File: config.mk
export PLATFORM = sky130hd
export DESIGN_NAME = chroma_key_hue_mask
export DESIGN_NICKNAME = d
export VERILOG_FILES = /design/src/design/ckhm_pkg.sv /design/src/design/chroma_key_hue_mask.sv
export SDC_FILE = /design/constraint.sdc
export NUM_CORES = 2
export LEC_CHECK = 0
export BUFFER_PORTS_ARGS = -buffer_cell sky130_fd_sc_hd__buf_4
export CORE_UTILIZATION = 63
export CTS_CLUSTER_DIAMETER = 30
export DETAILED_ROUTE_END_ITERATION = 10
export PLACE_DENSITY = 0.83
export SYNTH_ARGS = -nofsm -noshare
export SYNTH_HDL_FRONTEND = slang
export SYNTH_SLANG_ARGS = --single-unit
File: constraint.sdc
create_clock -name i_clk -period 28.6 [get_ports i_clk]
set_input_delay 5.72 -clock i_clk [delete_from_list [all_inputs] [get_ports i_clk]]
set_output_delay 5.72 -clock i_clk [all_outputs]
set_load 0.005 [all_outputs]
File: src/design/ckhm_pkg.sv
// ----------------------------------------------------------------------------
// ckhm_pkg
// Shared widths, register indexes and reset values for the hue chroma key.
// ----------------------------------------------------------------------------
`default_nettype none

package ckhm_pkg;

    localparam int unsigned HUE_FRAC_BITS_DEF = 6;

    localparam int unsigned PIX_W      = 8;
    localparam int unsigned HUE_W      = 15;
    localparam int unsigned S_TDATA_W  = 24;
    localparam int unsigned M_TDATA_W  = 48;
    localparam int unsigned CFG_IDX_W  = 2;
    localparam int unsigned CFG_DATA_W = 15;

    typedef logic [CFG_IDX_W-1:0] t_cfg_idx;
    typedef logic [PIX_W-1:0]     t_pix;

    localparam t_cfg_idx CFG_KEY_HUE     = 2'd0;
    localparam t_cfg_idx CFG_HUE_THRESH  = 2'd1;
    localparam t_cfg_idx CFG_PREMULTIPLY = 2'd2;

    localparam logic [HUE_W-1:0] KEY_HUE_RST    = 15'd7680;
    localparam logic [HUE_W-1:0] HUE_THRESH_RST = 15'd1280;

    localparam t_pix ALPHA_KEYED  = 8'h00;
    localparam t_pix ALPHA_OPAQUE = 8'hFF;

endpackage

`default_nettype wire

File: src/design/chroma_key_hue_mask.sv
// ----------------------------------------------------------------------------
// chroma_key_hue_mask
// Per-pixel HSV hue and hue-distance key with optional premultiplied color.
// ----------------------------------------------------------------------------
// Pixels enter on the s_axis channel (red, green, blue) and leave on the
// m_axis channel with the color, alpha and the computed hue. One transfer
// in gives one transfer out, in order.
// Registers key_hue, hue_threshold and premultiply are written over the cfg
// channel (always ready); write them only while no pixel is in flight.
// Throughput: one pixel per clock unless a stalled receiver fills the skid.
// The hue quotient is QW = HUE_FRAC_BITS + 9 bits wide, produced by the
// restoring divider that retires one quotient bit per stage.
// The datapath advances as one pipeline; an output register plus a skid
// register absorb a stalled receiver, so input stays ready until the skid
// fills, then the whole pipeline holds with nothing lost.
// Reset clears all valid bits and loads the register reset values.
// ----------------------------------------------------------------------------
`default_nettype none

module chroma_key_hue_mask #(
    parameter int unsigned HUE_FRAC_BITS = ckhm_pkg::HUE_FRAC_BITS_DEF
) (
    input  wire                              i_clk,
    input  wire                              i_rst_n,
    input  wire                              i_s_axis_tvalid,
    output logic                             o_s_axis_tready,
    // red[7:0], green[15:8], blue[23:16]
    input  wire  [ckhm_pkg::S_TDATA_W-1:0]   i_s_axis_tdata,
    output logic                             o_m_axis_tvalid,
    input  wire                              i_m_axis_tready,
    // out_red[7:0], out_green[15:8], out_blue[23:16], alpha[31:24],
    // hue[46:32], zero[47]
    output logic [ckhm_pkg::M_TDATA_W-1:0]   o_m_axis_tdata,
    input  wire                              i_cfg_valid,
    output logic                             o_cfg_ready,
    input  wire  [ckhm_pkg::CFG_IDX_W-1:0]   i_cfg_index,
    input  wire  [ckhm_pkg::CFG_DATA_W-1:0]  i_cfg_data
);
    import ckhm_pkg::*;

    localparam int unsigned SCALE = 60 * (2 ** HUE_FRAC_BITS);
    localparam int unsigned H360  = 360 * (2 ** HUE_FRAC_BITS);
    localparam int unsigned QW    = $clog2(5 * SCALE + 1);
    localparam int unsigned NW    = QW + PIX_W;
    localparam int unsigned NUM_W = PIX_W + 3;
    localparam int unsigned HW    = $clog2(H360);
    localparam int unsigned DW    = ((HW > HUE_W) ? HW : HUE_W) + 1;

    logic [HUE_W-1:0] r_key_hue;
    logic [HUE_W-1:0] r_hue_thr;
    logic             r_premul;

    logic en;

    // config
    assign o_cfg_ready = 1'b1;

    always_ff @(posedge i_clk) begin
        if (!i_rst_n) begin
            r_key_hue <= KEY_HUE_RST;
            r_hue_thr <= HUE_THRESH_RST;
            r_premul  <= 1'b0;
        end else if (i_cfg_valid) begin
            unique case (i_cfg_index)
                CFG_KEY_HUE:     r_key_hue <= i_cfg_data;
                CFG_HUE_THRESH:  r_hue_thr <= i_cfg_data;
                CFG_PREMULTIPLY: r_premul  <= i_cfg_data[0];
                default: ;
            endcase
        end
    end

    // stage 1: max/min, delta, sector numerator
    t_pix             in_r, in_g, in_b;
    t_pix             n_mx, n_mn, n_d;
    logic             n_red_max, n_grn_max, n_neg;
    logic [NUM_W-1:0] n_num;

    assign in_r = i_s_axis_tdata[7:0];
    assign in_g = i_s_axis_tdata[15:8];
    assign in_b = i_s_axis_tdata[23:16];

    always_comb begin
        n_red_max = (in_r >= in_g) && (in_r >= in_b);
        n_grn_max = !n_red_max && (in_g >= in_b);
        n_mx = n_red_max ? in_r : (n_grn_max ? in_g : in_b);
        if (in_g <= in_r && in_g <= in_b) begin
            n_mn = in_g;
        end else if (in_b <= in_r) begin
            n_mn = in_b;
        end else begin
            n_mn = in_r;
        end
        n_d   = n_mx - n_mn;
        n_neg = n_red_max && (in_g < in_b);
        if (n_red_max) begin
            n_num = n_neg ? NUM_W'(in_b - in_g) : NUM_W'(in_g - in_b);
        end else if (n_grn_max) begin
            n_num = {2'b00, n_d, 1'b0} + NUM_W'(in_b) - NUM_W'(in_r);
        end else begin
            n_num = {1'b0, n_d, 2'b00} + NUM_W'(in_r) - NUM_W'(in_g);
        end
    end

    logic             r_p1_vld;
    logic [S_TDATA_W-1:0] r_p1_rgb;
    t_pix             r_p1_d;
    logic [NUM_W-1:0] r_p1_num;
    logic             r_p1_neg;

    always_ff @(posedge i_clk) begin
        if (!i_rst_n) begin
            r_p1_vld <= 1'b0;
        end else if (en) begin
            r_p1_vld <= i_s_axis_tvalid;
        end
    end

    always_ff @(posedge i_clk) begin
        if (en) begin
            r_p1_rgb <= i_s_axis_tdata;
            r_p1_d   <= n_d;
            r_p1_num <= n_num;
            r_p1_neg <= n_neg;
        end
    end

    // stage 2: scale numerator, seed divider
    logic [NW-1:0] n_prod;
    assign n_prod = NW'(r_p1_num) * NW'(SCALE);

    logic                 r_dv_vld  [0:QW];
    logic [S_TDATA_W-1:0] r_dv_rgb  [0:QW];
    t_pix                 r_dv_d    [0:QW];
    logic                 r_dv_neg  [0:QW];
    logic                 r_dv_zero [0:QW];
    t_pix                 r_dv_rem  [0:QW];
    logic [QW-1:0]        r_dv_w    [0:QW];

    always_ff @(posedge i_clk) begin
        if (!i_rst_n) begin
            r_dv_vld[0] <= 1'b0;
        end else if (en) begin
            r_dv_vld[0] <= r_p1_vld;
        end
    end

    always_ff @(posedge i_clk) begin
        if (en) begin
            r_dv_rgb[0]  <= r_p1_rgb;
            r_dv_d[0]    <= r_p1_d;
            r_dv_neg[0]  <= r_p1_neg;
            r_dv_zero[0] <= (r_p1_d == '0);
            r_dv_rem[0]  <= n_prod[NW-1:QW];
            r_dv_w[0]    <= n_prod[QW-1:0];
        end
    end

    // restoring divider, one quotient bit per stage; quotient shifts into w
    for (genvar j = 0; j < QW; j++) begin : g_div
        logic [PIX_W:0] n_trial;
        logic           n_ge;

        always_comb begin
            n_trial = {r_dv_rem[j], r_dv_w[j][QW-1]};
            n_ge    = n_trial >= {1'b0, r_dv_d[j]};
        end

        always_ff @(posedge i_clk) begin
            if (!i_rst_n) begin
                r_dv_vld[j+1] <= 1'b0;
            end else if (en) begin
                r_dv_vld[j+1] <= r_dv_vld[j];
            end
        end

        always_ff @(posedge i_clk) begin
            if (en) begin
                r_dv_rgb[j+1]  <= r_dv_rgb[j];
                r_dv_d[j+1]    <= r_dv_d[j];
                r_dv_neg[j+1]  <= r_dv_neg[j];
                r_dv_zero[j+1] <= r_dv_zero[j];
                r_dv_rem[j+1]  <= n_ge ? PIX_W'(n_trial - {1'b0, r_dv_d[j]})
                                       : n_trial[PIX_W-1:0];
                r_dv_w[j+1]    <= {r_dv_w[j][QW-2:0], n_ge};
            end
        end
    end

    // stage A: zero hue for zero delta, sign fix-up, wrap negative hue
    logic [HW-1:0] n_a_hue;
    always_comb begin
        if (r_dv_zero[QW]) begin
            n_a_hue = '0;
        end else if (r_dv_neg[QW] && (r_dv_w[QW] != '0)) begin
            n_a_hue = HW'(H360) - HW'(r_dv_w[QW]);
        end else begin
            n_a_hue = HW'(r_dv_w[QW]);
        end
    end

    logic                 r_a_vld;
    logic [S_TDATA_W-1:0] r_a_rgb;
    logic [HW-1:0]        r_a_hue;

    always_ff @(posedge i_clk) begin
        if (!i_rst_n) begin
            r_a_vld <= 1'b0;
        end else if (en) begin
            r_a_vld <= r_dv_vld[QW];
        end
    end

    always_ff @(posedge i_clk) begin
        if (en) begin
            r_a_rgb <= r_dv_rgb[QW];
            r_a_hue <= n_a_hue;
        end
    end

    // stage B: absolute hue distance
    logic [DW-1:0] n_b_d1, n_b_d2;
    assign n_b_d1 = DW'(r_a_hue) - DW'(r_key_hue);
    assign n_b_d2 = DW'(r_key_hue) - DW'(r_a_hue);

    logic                 r_b_vld;
    logic [S_TDATA_W-1:0] r_b_rgb;
    logic [HW-1:0]        r_b_hue;
    logic [DW-1:0]        r_b_dist;

    always_ff @(posedge i_clk) begin
        if (!i_rst_n) begin
            r_b_vld <= 1'b0;
        end else if (en) begin
            r_b_vld <= r_a_vld;
        end
    end

    always_ff @(posedge i_clk) begin
        if (en) begin
            r_b_rgb  <= r_a_rgb;
            r_b_hue  <= r_a_hue;
            r_b_dist <= n_b_d1[DW-1] ? n_b_d2 : n_b_d1;
        end
    end

    // stage C: key decision, premultiply
    logic n_c_keyed;
    assign n_c_keyed = r_b_dist <= DW'(r_hue_thr);

    logic                 r_c_vld;
    logic [M_TDATA_W-1:0] r_c_data;

    always_ff @(posedge i_clk) begin
        if (!i_rst_n) begin
            r_c_vld <= 1'b0;
        end else if (en) begin
            r_c_vld <= r_b_vld;
        end
    end

    always_ff @(posedge i_clk) begin
        if (en) begin
            r_c_data[23:0]  <= (n_c_keyed && r_premul) ? '0 : r_b_rgb;
            r_c_data[31:24] <= n_c_keyed ? ALPHA_KEYED : ALPHA_OPAQUE;
            r_c_data[46:32] <= HUE_W'(r_b_hue);
            r_c_data[47]    <= 1'b0;
        end
    end

    // output register and skid
    logic                 r_out_vld;
    logic [M_TDATA_W-1:0] r_out_data;
    logic                 r_skd_vld;
    logic [M_TDATA_W-1:0] r_skd_data;
    logic                 take;

    assign en              = !r_skd_vld;
    assign o_s_axis_tready = en;
    assign take            = r_out_vld && i_m_axis_tready;
    assign o_m_axis_tvalid = r_out_vld;
    assign o_m_axis_tdata  = r_out_data;

    always_ff @(posedge i_clk) begin
        if (!i_rst_n) begin
            r_out_vld <= 1'b0;
            r_skd_vld <= 1'b0;
        end else if (r_skd_vld) begin
            if (take) begin
                r_skd_vld <= 1'b0;
            end
        end else if (r_c_vld) begin
            if (!r_out_vld || take) begin
                r_out_vld <= 1'b1;
            end else begin
                r_skd_vld <= 1'b1;
            end
        end else if (take) begin
            r_out_vld <= 1'b0;
        end
    end

    always_ff @(posedge i_clk) begin
        if (r_skd_vld) begin
            if (take) begin
                r_out_data <= r_skd_data;
            end
        end else if (r_c_vld) begin
            if (!r_out_vld || take) begin
                r_out_data <= r_c_data;
            end else begin
                r_skd_data <= r_c_data;
            end
        end
    end

    // checks
    a_skid_needs_out: assert property (@(posedge i_clk) disable iff (!i_rst_n)
        r_skd_vld |-> r_out_vld)
        else $error("skid holds a transfer while output register is empty");

    a_stall_holds: assert property (@(posedge i_clk) disable iff (!i_rst_n)
        (r_skd_vld && !i_m_axis_tready) |=> (r_skd_vld && !o_s_axis_tready))
        else $error("skid dropped while receiver stalled");

    a_hue_range: assert property (@(posedge i_clk) disable iff (!i_rst_n)
        r_a_vld |-> (r_a_hue < HW'(H360)))
        else $error("hue out of range");

    a_alpha_code: assert property (@(posedge i_clk) disable iff (!i_rst_n)
        r_c_vld |-> (r_c_data[31:24] == ALPHA_KEYED || r_c_data[31:24] == ALPHA_OPAQUE))
        else $error("alpha is neither keyed nor opaque");

endmodule

`default_nettype wire

* Word level (Yosys, flattened, before mapping) *
Memories as Yosys holds them, arrays and structs flattened. A register that Yosys moved wholly into a read port is not among the register bits.
Index checks and enable logic that the tools add are counted.

word-level totals
  register bits after elaboration = 292
  RAM bits = 928
  bits of input ports = 46
  output and inout port bits = 51
  word-level logic and storage cells = 181
  memories kept = 7

operators by class
  $add $sub $neg = 25
  $mul = 1
  $lt $le $gt $ge = 23
  equal/unequal tests = 4
  mux-type cells = 56
  bitwise logic cells = 18
  reductions and logical operators = 26

memory list
  memory       depth  bits a word  rd ports  clocked after Yosys merged registers in  wr ports  line                        text
  r_dv_rgb     16     24           16        1                                        16        chroma_key_hue_mask.sv:133  logic [S_TDATA_W-1:0] r_dv_rgb [0:QW];
  r_dv_w       16     15           16        0                                        16        chroma_key_hue_mask.sv:138  logic [QW-1:0] r_dv_w [0:QW];
  r_dv_d       16     8            15        0                                        16        chroma_key_hue_mask.sv:134  t_pix r_dv_d [0:QW];
  r_dv_rem     16     8            15        0                                        16        chroma_key_hue_mask.sv:137  t_pix r_dv_rem [0:QW];
  r_dv_neg     16     1            16        0                                        16        chroma_key_hue_mask.sv:135  logic r_dv_neg [0:QW];
  r_dv_vld     16     1            16        1                                        16        chroma_key_hue_mask.sv:132  logic r_dv_vld [0:QW];
  +1 memories  --     --           --        --                                       --        --

operator list
  operator                                            count
  2-to-1 mux 48 bit                                   4
  2-to-1 mux 8 bit                                    20
  greater-or-equal comparator 9 x 8 -> 1 bit          15
  subtractor 8 bit                                    16
  2-to-1 mux 11 bit                                   3
  subtractor 15 x 15 -> 16 bit                        2
  2-to-1 mux 15 bit                                   2
  2-to-1 mux 1 bit                                    27
  greater-or-equal comparator 8 bit                   3
  less-or-equal comparator 8 bit                      3
  subtractor 8 x 8 -> 9 bit                           2
  less-or-equal comparator 16 x 15 -> 1 bit           1
  OR 1 bit                                            16
  multiplier 11 x 4 -> 15 bit, second input constant  1
  nonzero test 15 bit                                 1
  subtractor 15 bit, first input constant             1
  adder 10 x 8 -> 11 bit                              1
  subtractor 10 x 8 -> 11 bit                         1
  subtractor 11 x 8 -> 11 bit                         1
  adder 9 x 8 -> 10 bit                               1
  AND reduction 3 bit                                 3
  logical NOT 8 bit                                   1
  less-than comparator 8 bit                          1
  logical AND 1 bit                                   7
  9 further kinds                                     20

* Logic depth before layout (Yosys ltp) *
  depth in word-level cells = 11
  depth in mapped cells = 29
  depth with buffers taken out = 27

* Worst setup path after synthesis *
No wires, ideal clock.

  path kind = register to output
  from = reg r_skd_vld
  to = out o_s_axis_tready
  data arrival time = 19.612 ns
  data required time = 22.880 ns
  path slack = 3.268 ns
  stages on the path, launching flop included = 4
  buffers on the path = 2
  cells stage by stage = dfxtp_1 clkbuf_1 clkbuf_1 inv_1

on the way
  word-level cells in the longest chain between the ends = 1

RTL lines
  item                    line                        text
  from (decl)             chroma_key_hue_mask.sv:274  logic r_skd_vld;
  from (signal assigned)  chroma_key_hue_mask.sv:287  r_skd_vld <= 1'b0;
  from (signal assigned)  chroma_key_hue_mask.sv:290  r_skd_vld <= 1'b0;
  from (signal assigned)  chroma_key_hue_mask.sv:296  r_skd_vld <= 1'b1;
  logical NOT 1 bit       chroma_key_hue_mask.sv:278  assign en = !r_skd_vld;
  to (decl)               chroma_key_hue_mask.sv:26   output logic o_s_axis_tready,

Every way passes these cells.

* Final worst setup path *
  from = in i_s_axis_tdata[1] in the netlist's numbering
  to = reg r_p1_num[10], data pin

on the way
  word-level cells in the longest chain between the ends = 11
  elaborated cells on any way between the ends = 21
  classes of those cells = 5 x add/sub; 4 x order compare; 7 x mux; 5 x reduce/logical

RTL lines
  item                                                                               line                                                   text
  from (decl)                                                                        chroma_key_hue_mask.sv:28                              input wire [ckhm_pkg::S_TDATA_W-1:0] i_s_axis_tdata,
  greater-or-equal comparator 8 bit                                                  chroma_key_hue_mask.sv:84                              n_red_max = (in_r >= in_g) && (in_r >= in_b);
  logical AND 1 bit                                                                  chroma_key_hue_mask.sv:84
  logical NOT 1 bit                                                                  chroma_key_hue_mask.sv:85                              n_grn_max = !n_red_max && (in_g >= in_b);
  logical AND 1 bit                                                                  chroma_key_hue_mask.sv:85
  2-to-1 mux 8 bit (2 in series)                                                     chroma_key_hue_mask.sv:86                              n_mx = n_red_max ? in_r : (n_grn_max ? in_g : in_b);
  subtractor 8 bit *                                                                 chroma_key_hue_mask.sv:94                              n_d = n_mx - n_mn;
  named net n_d[3]                                                                   chroma_key_hue_mask.sv:75                              t_pix n_mx, n_mn, n_d;
  adder 10 x 8 -> 11 bit / adder 9 x 8 -> 10 bit (equally long branches)             chroma_key_hue_mask.sv:101, chroma_key_hue_mask.sv:99
  subtractor 11 x 8 -> 11 bit / subtractor 10 x 8 -> 11 bit (equally long branches)  chroma_key_hue_mask.sv:101, chroma_key_hue_mask.sv:99
  2-to-1 mux 11 bit *                                                                chroma_key_hue_mask.sv:98                              end else if (n_grn_max) begin
  2-to-1 mux 11 bit *                                                                chroma_key_hue_mask.sv:96                              if (n_red_max) begin
  named net n_num[10]                                                                chroma_key_hue_mask.sv:77                              logic [NUM_W-1:0] n_num;
  to (signal assigned)                                                               chroma_key_hue_mask.sv:123                             r_p1_num <= n_num;
  to (decl)                                                                          chroma_key_hue_mask.sv:108                             logic [NUM_W-1:0] r_p1_num;

Mark *: on every way through the listed nets, which the timed path passes. The rest lies on a longest branch.
A chain may end at the register's enable or synchronous reset.

==> qor.yml <==
setup_path:
  worst-setup-path-type: "input pin to flop"
  cpMostUsedCell: "ha_1"
  worst_path_max_delay_cell: "and2_1"
  setup.worst_path.end_class: "flop"
  critPathMaxStageDelay_ns: 0.89
  worstPathRequired_ns: 29.09
  cp_max_fo: 25
  start_kind: "input pin"
  path_cells: "buf_4 > inv_1 > ha_1 > nor2b_1 > o211ai_1 > a21oi_1 > o21ai_2 > and2_1 > o21ai_0 > ha_1 > o21a_1 > nor2_1 > xnor2_1 > fa_1 > ha_1 > nand3_1 > o211ai_1 > o41ai_1 > nor2_1 > a211oi_1 > nor4b_1 > a31oi_1 > a21boi_1 > o21ai_1"
  critical_path_arrival_ns: 12.40
  critPathBufInv: 2
  path_delay_family: "compound AO/OA/AOI/OAI gates"
place:
  place_inst: 4072
  place_ws_ns: 15.93
  dp_hpwl_mm: 50.2
  io_buffer_count: 94
  gp_congestion: 0.916
timing:
  post-route-period-util: 0.416
  setup_ws_ns: 16.70
  rsz0062_at_grt: "no"
  final_max_slew_viol_count: 0
  finalSetupViolCount: 0
  setup_tns_ns: 0
  skew_ns: 0.0543
  tightest_slew_ns: 1.30
  relSlewSlack: 0.131
  hold_viol_final: 0
  fmax_mhz: 84.0
  fin_crit_ns: 11.90
finish:
  layout-drive-gt1-share: 0.141
  final_cells: 4396
  multi_input_area_um2: 12200
  finalNetCount: 3632
  num-fill-cells: 4019
  mostFrequentLayoutCell: "edfxtp_1"
  diodes: 0
  area_growth_pct: 16.9
  layout_common_cells: "edfxtp_1 (1077), inv_1 (269), ha_1 (244), nor2_1 (231), clkbuf_16 (174)"
  seq_area_um2: 33100
power_and_ir_drop:
  power.net_switching_mw: 2.36
  p_seq_frac: 0.372
  p_leak_nw: 21.6
  combPwrFrac: 0.327
  p_clk_frac: 0.301
  internal_power_mw: 4.74
  swShare: 0.333
  peakVddDrop_uv: 122
  power_density_nw_per_um2: 130
clocking:
  cts_sinks: 1115
  cts.htree.levels: 4
  insertion_delay_ns: 0.75
  cts_buffers: 174
  cts-root-buf: "clkbuf_16"
  post_cts_resized: 0
  clock_path_buffers: 3
  postCtsHoldBufs: 0
  cts_setup_buffers: 0
  cts_tree: "built"
  path_clk_slew_ns: 0.06
synthesis:
  synth_area_um2: 46600
  ys_seq_elements: 1115
  async_reset_ff_frac: 0
  syn_nets: 3414
  synth_cell_types: 79
  ys.flop_type: "edfxtp_1"
  yosysSeqAreaShare: 0.710
  synth_area_per_cell_um2: 15.2
  yosys-top-cells-area: "edfxtp_1 (69%), ha_1 (6.6%), fa_1 (2.3%)"
  yosys_warnings: 0
  syn_inst: 3071
  yosysTopAreaCellShare: 0.694
  synth-edff-count: 1077
  yosysTopAreaCell: "edfxtp_1"
route:
  drt_pass1_iterations: 8
  drtIter0Drc: 2027
  final_antenna_net_count: 0
  post_drt_wl_per_cell_um: 19.6
  viasPerCell: 5.73
  route.vias.total: 25200
  drc_errors: 34
  finalWirelength_mm: 86.1
flow_run:
  maxCapViolations: 0
global_route:
  grt_pass1_wl_mm: 137
  grt_max_degree: 205
  antenna_found_initial: 0
  grt_usage: 0.236
  overflow: 0
  grt_pass1_vias: 26500
floorplanning:
  start_util: 0.638
  rows: 99
  dieArea_um2: 75000
  core-area_um2: 73100
  fp.dieH_um: 274
  io_pins: 97
  dieWidth_um: 274
outcome:
  status: "finished with violations"
  violations: "DRC"
hold_path:
  min_path_type: "flop to flop"
==> cell type report <==
cell class / instances / area share
Inverter: 270 / 0.0187
Sequential cell: 1115 / 0.608
Clock buffer: 194 / 0.0817
Tap cell: 959 / 0.0220
Multi-Input combinational cell: 1622 / 0.224
Timing Repair Buffer: 106 / 0.0151
Clock inverter: 130 / 0.0306
==> Yosys cell counts, types with 4 or more instances <==
library cell	n
a21boi_0	55
edfxtp_1	1077
nor2_1	231
o21ai_0	105
nand4_1	30
a211oi_1	24
nand3_1	19
dfxtp_1	38
nor2b_1	55
and2_1	27
ha_1	244
nor3_1	30
and3_1	5
buf_2	11
a2bb2oi_1	15
nand2_1	170
mux2_2	58
mux2i_1	21
nand2b_1	34
a21o_1	33
or4_1	4
fa_1	53
xnor2_1	85
xor2_1	43
o21ai_2	5
o211ai_1	16
o21bai_1	6
o21a_1	18
clkbuf_1	37
buf_4	13
a21oi_1	155
a31oi_1	8
o21ai_1	8
inv_1	270
==> layer usage <==
layer | track usage | part of all wire | vias to the layer above
met5 | 0 | 0 | -
met2 | 0.427 | 0.53 | 862
met1 | 0.270 | 0.38 | 12400
met3 | 0.0464 | 0.050 | 220
met4 | 0.107 | 0.036 | 0
li1 | - | - | 11700
==> sequential cells by signal, summed over array words and instances, names as in the netlist, 8 cells and up <==
register and flops:
r_dv_d 120, r_dv_vld 16, r_b_hue 15, r_p1_d 8, r_a_rgb 24, r_skd_data 40, r_dv_zero 16, r_dv_w 148
r_a_hue 15, r_key_hue 15, r_c_data 40, r_hue_thr 15, r_p1_rgb 24, o_m_axis_tdata 40, r_p1_num 11, r_dv_neg 16
r_dv_rgb 384, r_b_rgb 24, r_b_dist 16, r_dv_rem 120
==> through the flow <==
step,power (mW),cell area (um2),util,hold slack [ns]
finish,7.10,54500,0.745,0.400
global placement,4.71,48300,0.661,0.400
floorplan,4.30,46600,-,0.400
detailed placement,4.85,48300,0.661,0.405
global route,7.50,54500,0.745,0.401
CTS,7.12,54500,0.745,0.388
==> power groups by stage <==
stage	combinational, mW	clock, mW	sequential [mW]
6_report	2.32	2.14	2.64
3_5_place_dp	2.20	0	2.65
2_1_floorplan	1.74	0	2.55
3_3_place_gp	2.09	0	2.62
4_1_cts	2.31	2.17	2.64
5_1_grt	2.58	2.24	2.68
==> kinds of logic after synthesis <==
logic type	synth area share
flip-flops	0.710
AND/OR/NAND/NOR	0.0630
AO/OA/AOI/OAI	0.0664
buffers and inverters	0.0282
adder cells (fa/ha/maj)	0.0883
XOR/XNOR	0.0247
multiplexers	0.0188
other	0.000161
==> worst register-to-register path: cells and delay by family (launching register included) <==
family | cells | cell delay [ns]
flops | 1 | 0.31
buf+inv | 6 | 4.43
==> worst paths after layout <==
kind	start	end	slack, ns	cells after the start
worst max register to register	r_skd_vld	r_dv_d[3][4]	23.39	6
worst min-delay path	r_dv_w[6][0]	r_dv_w[6][16]	0.40	0
worst min register to register	r_dv_w[6][0]	r_dv_w[6][16]	0.40	0
worst max-delay path	i_s_axis_tdata[1]	r_p1_num[10]	16.70	24
No activity file was read; power rests on OpenSTA's default activity.
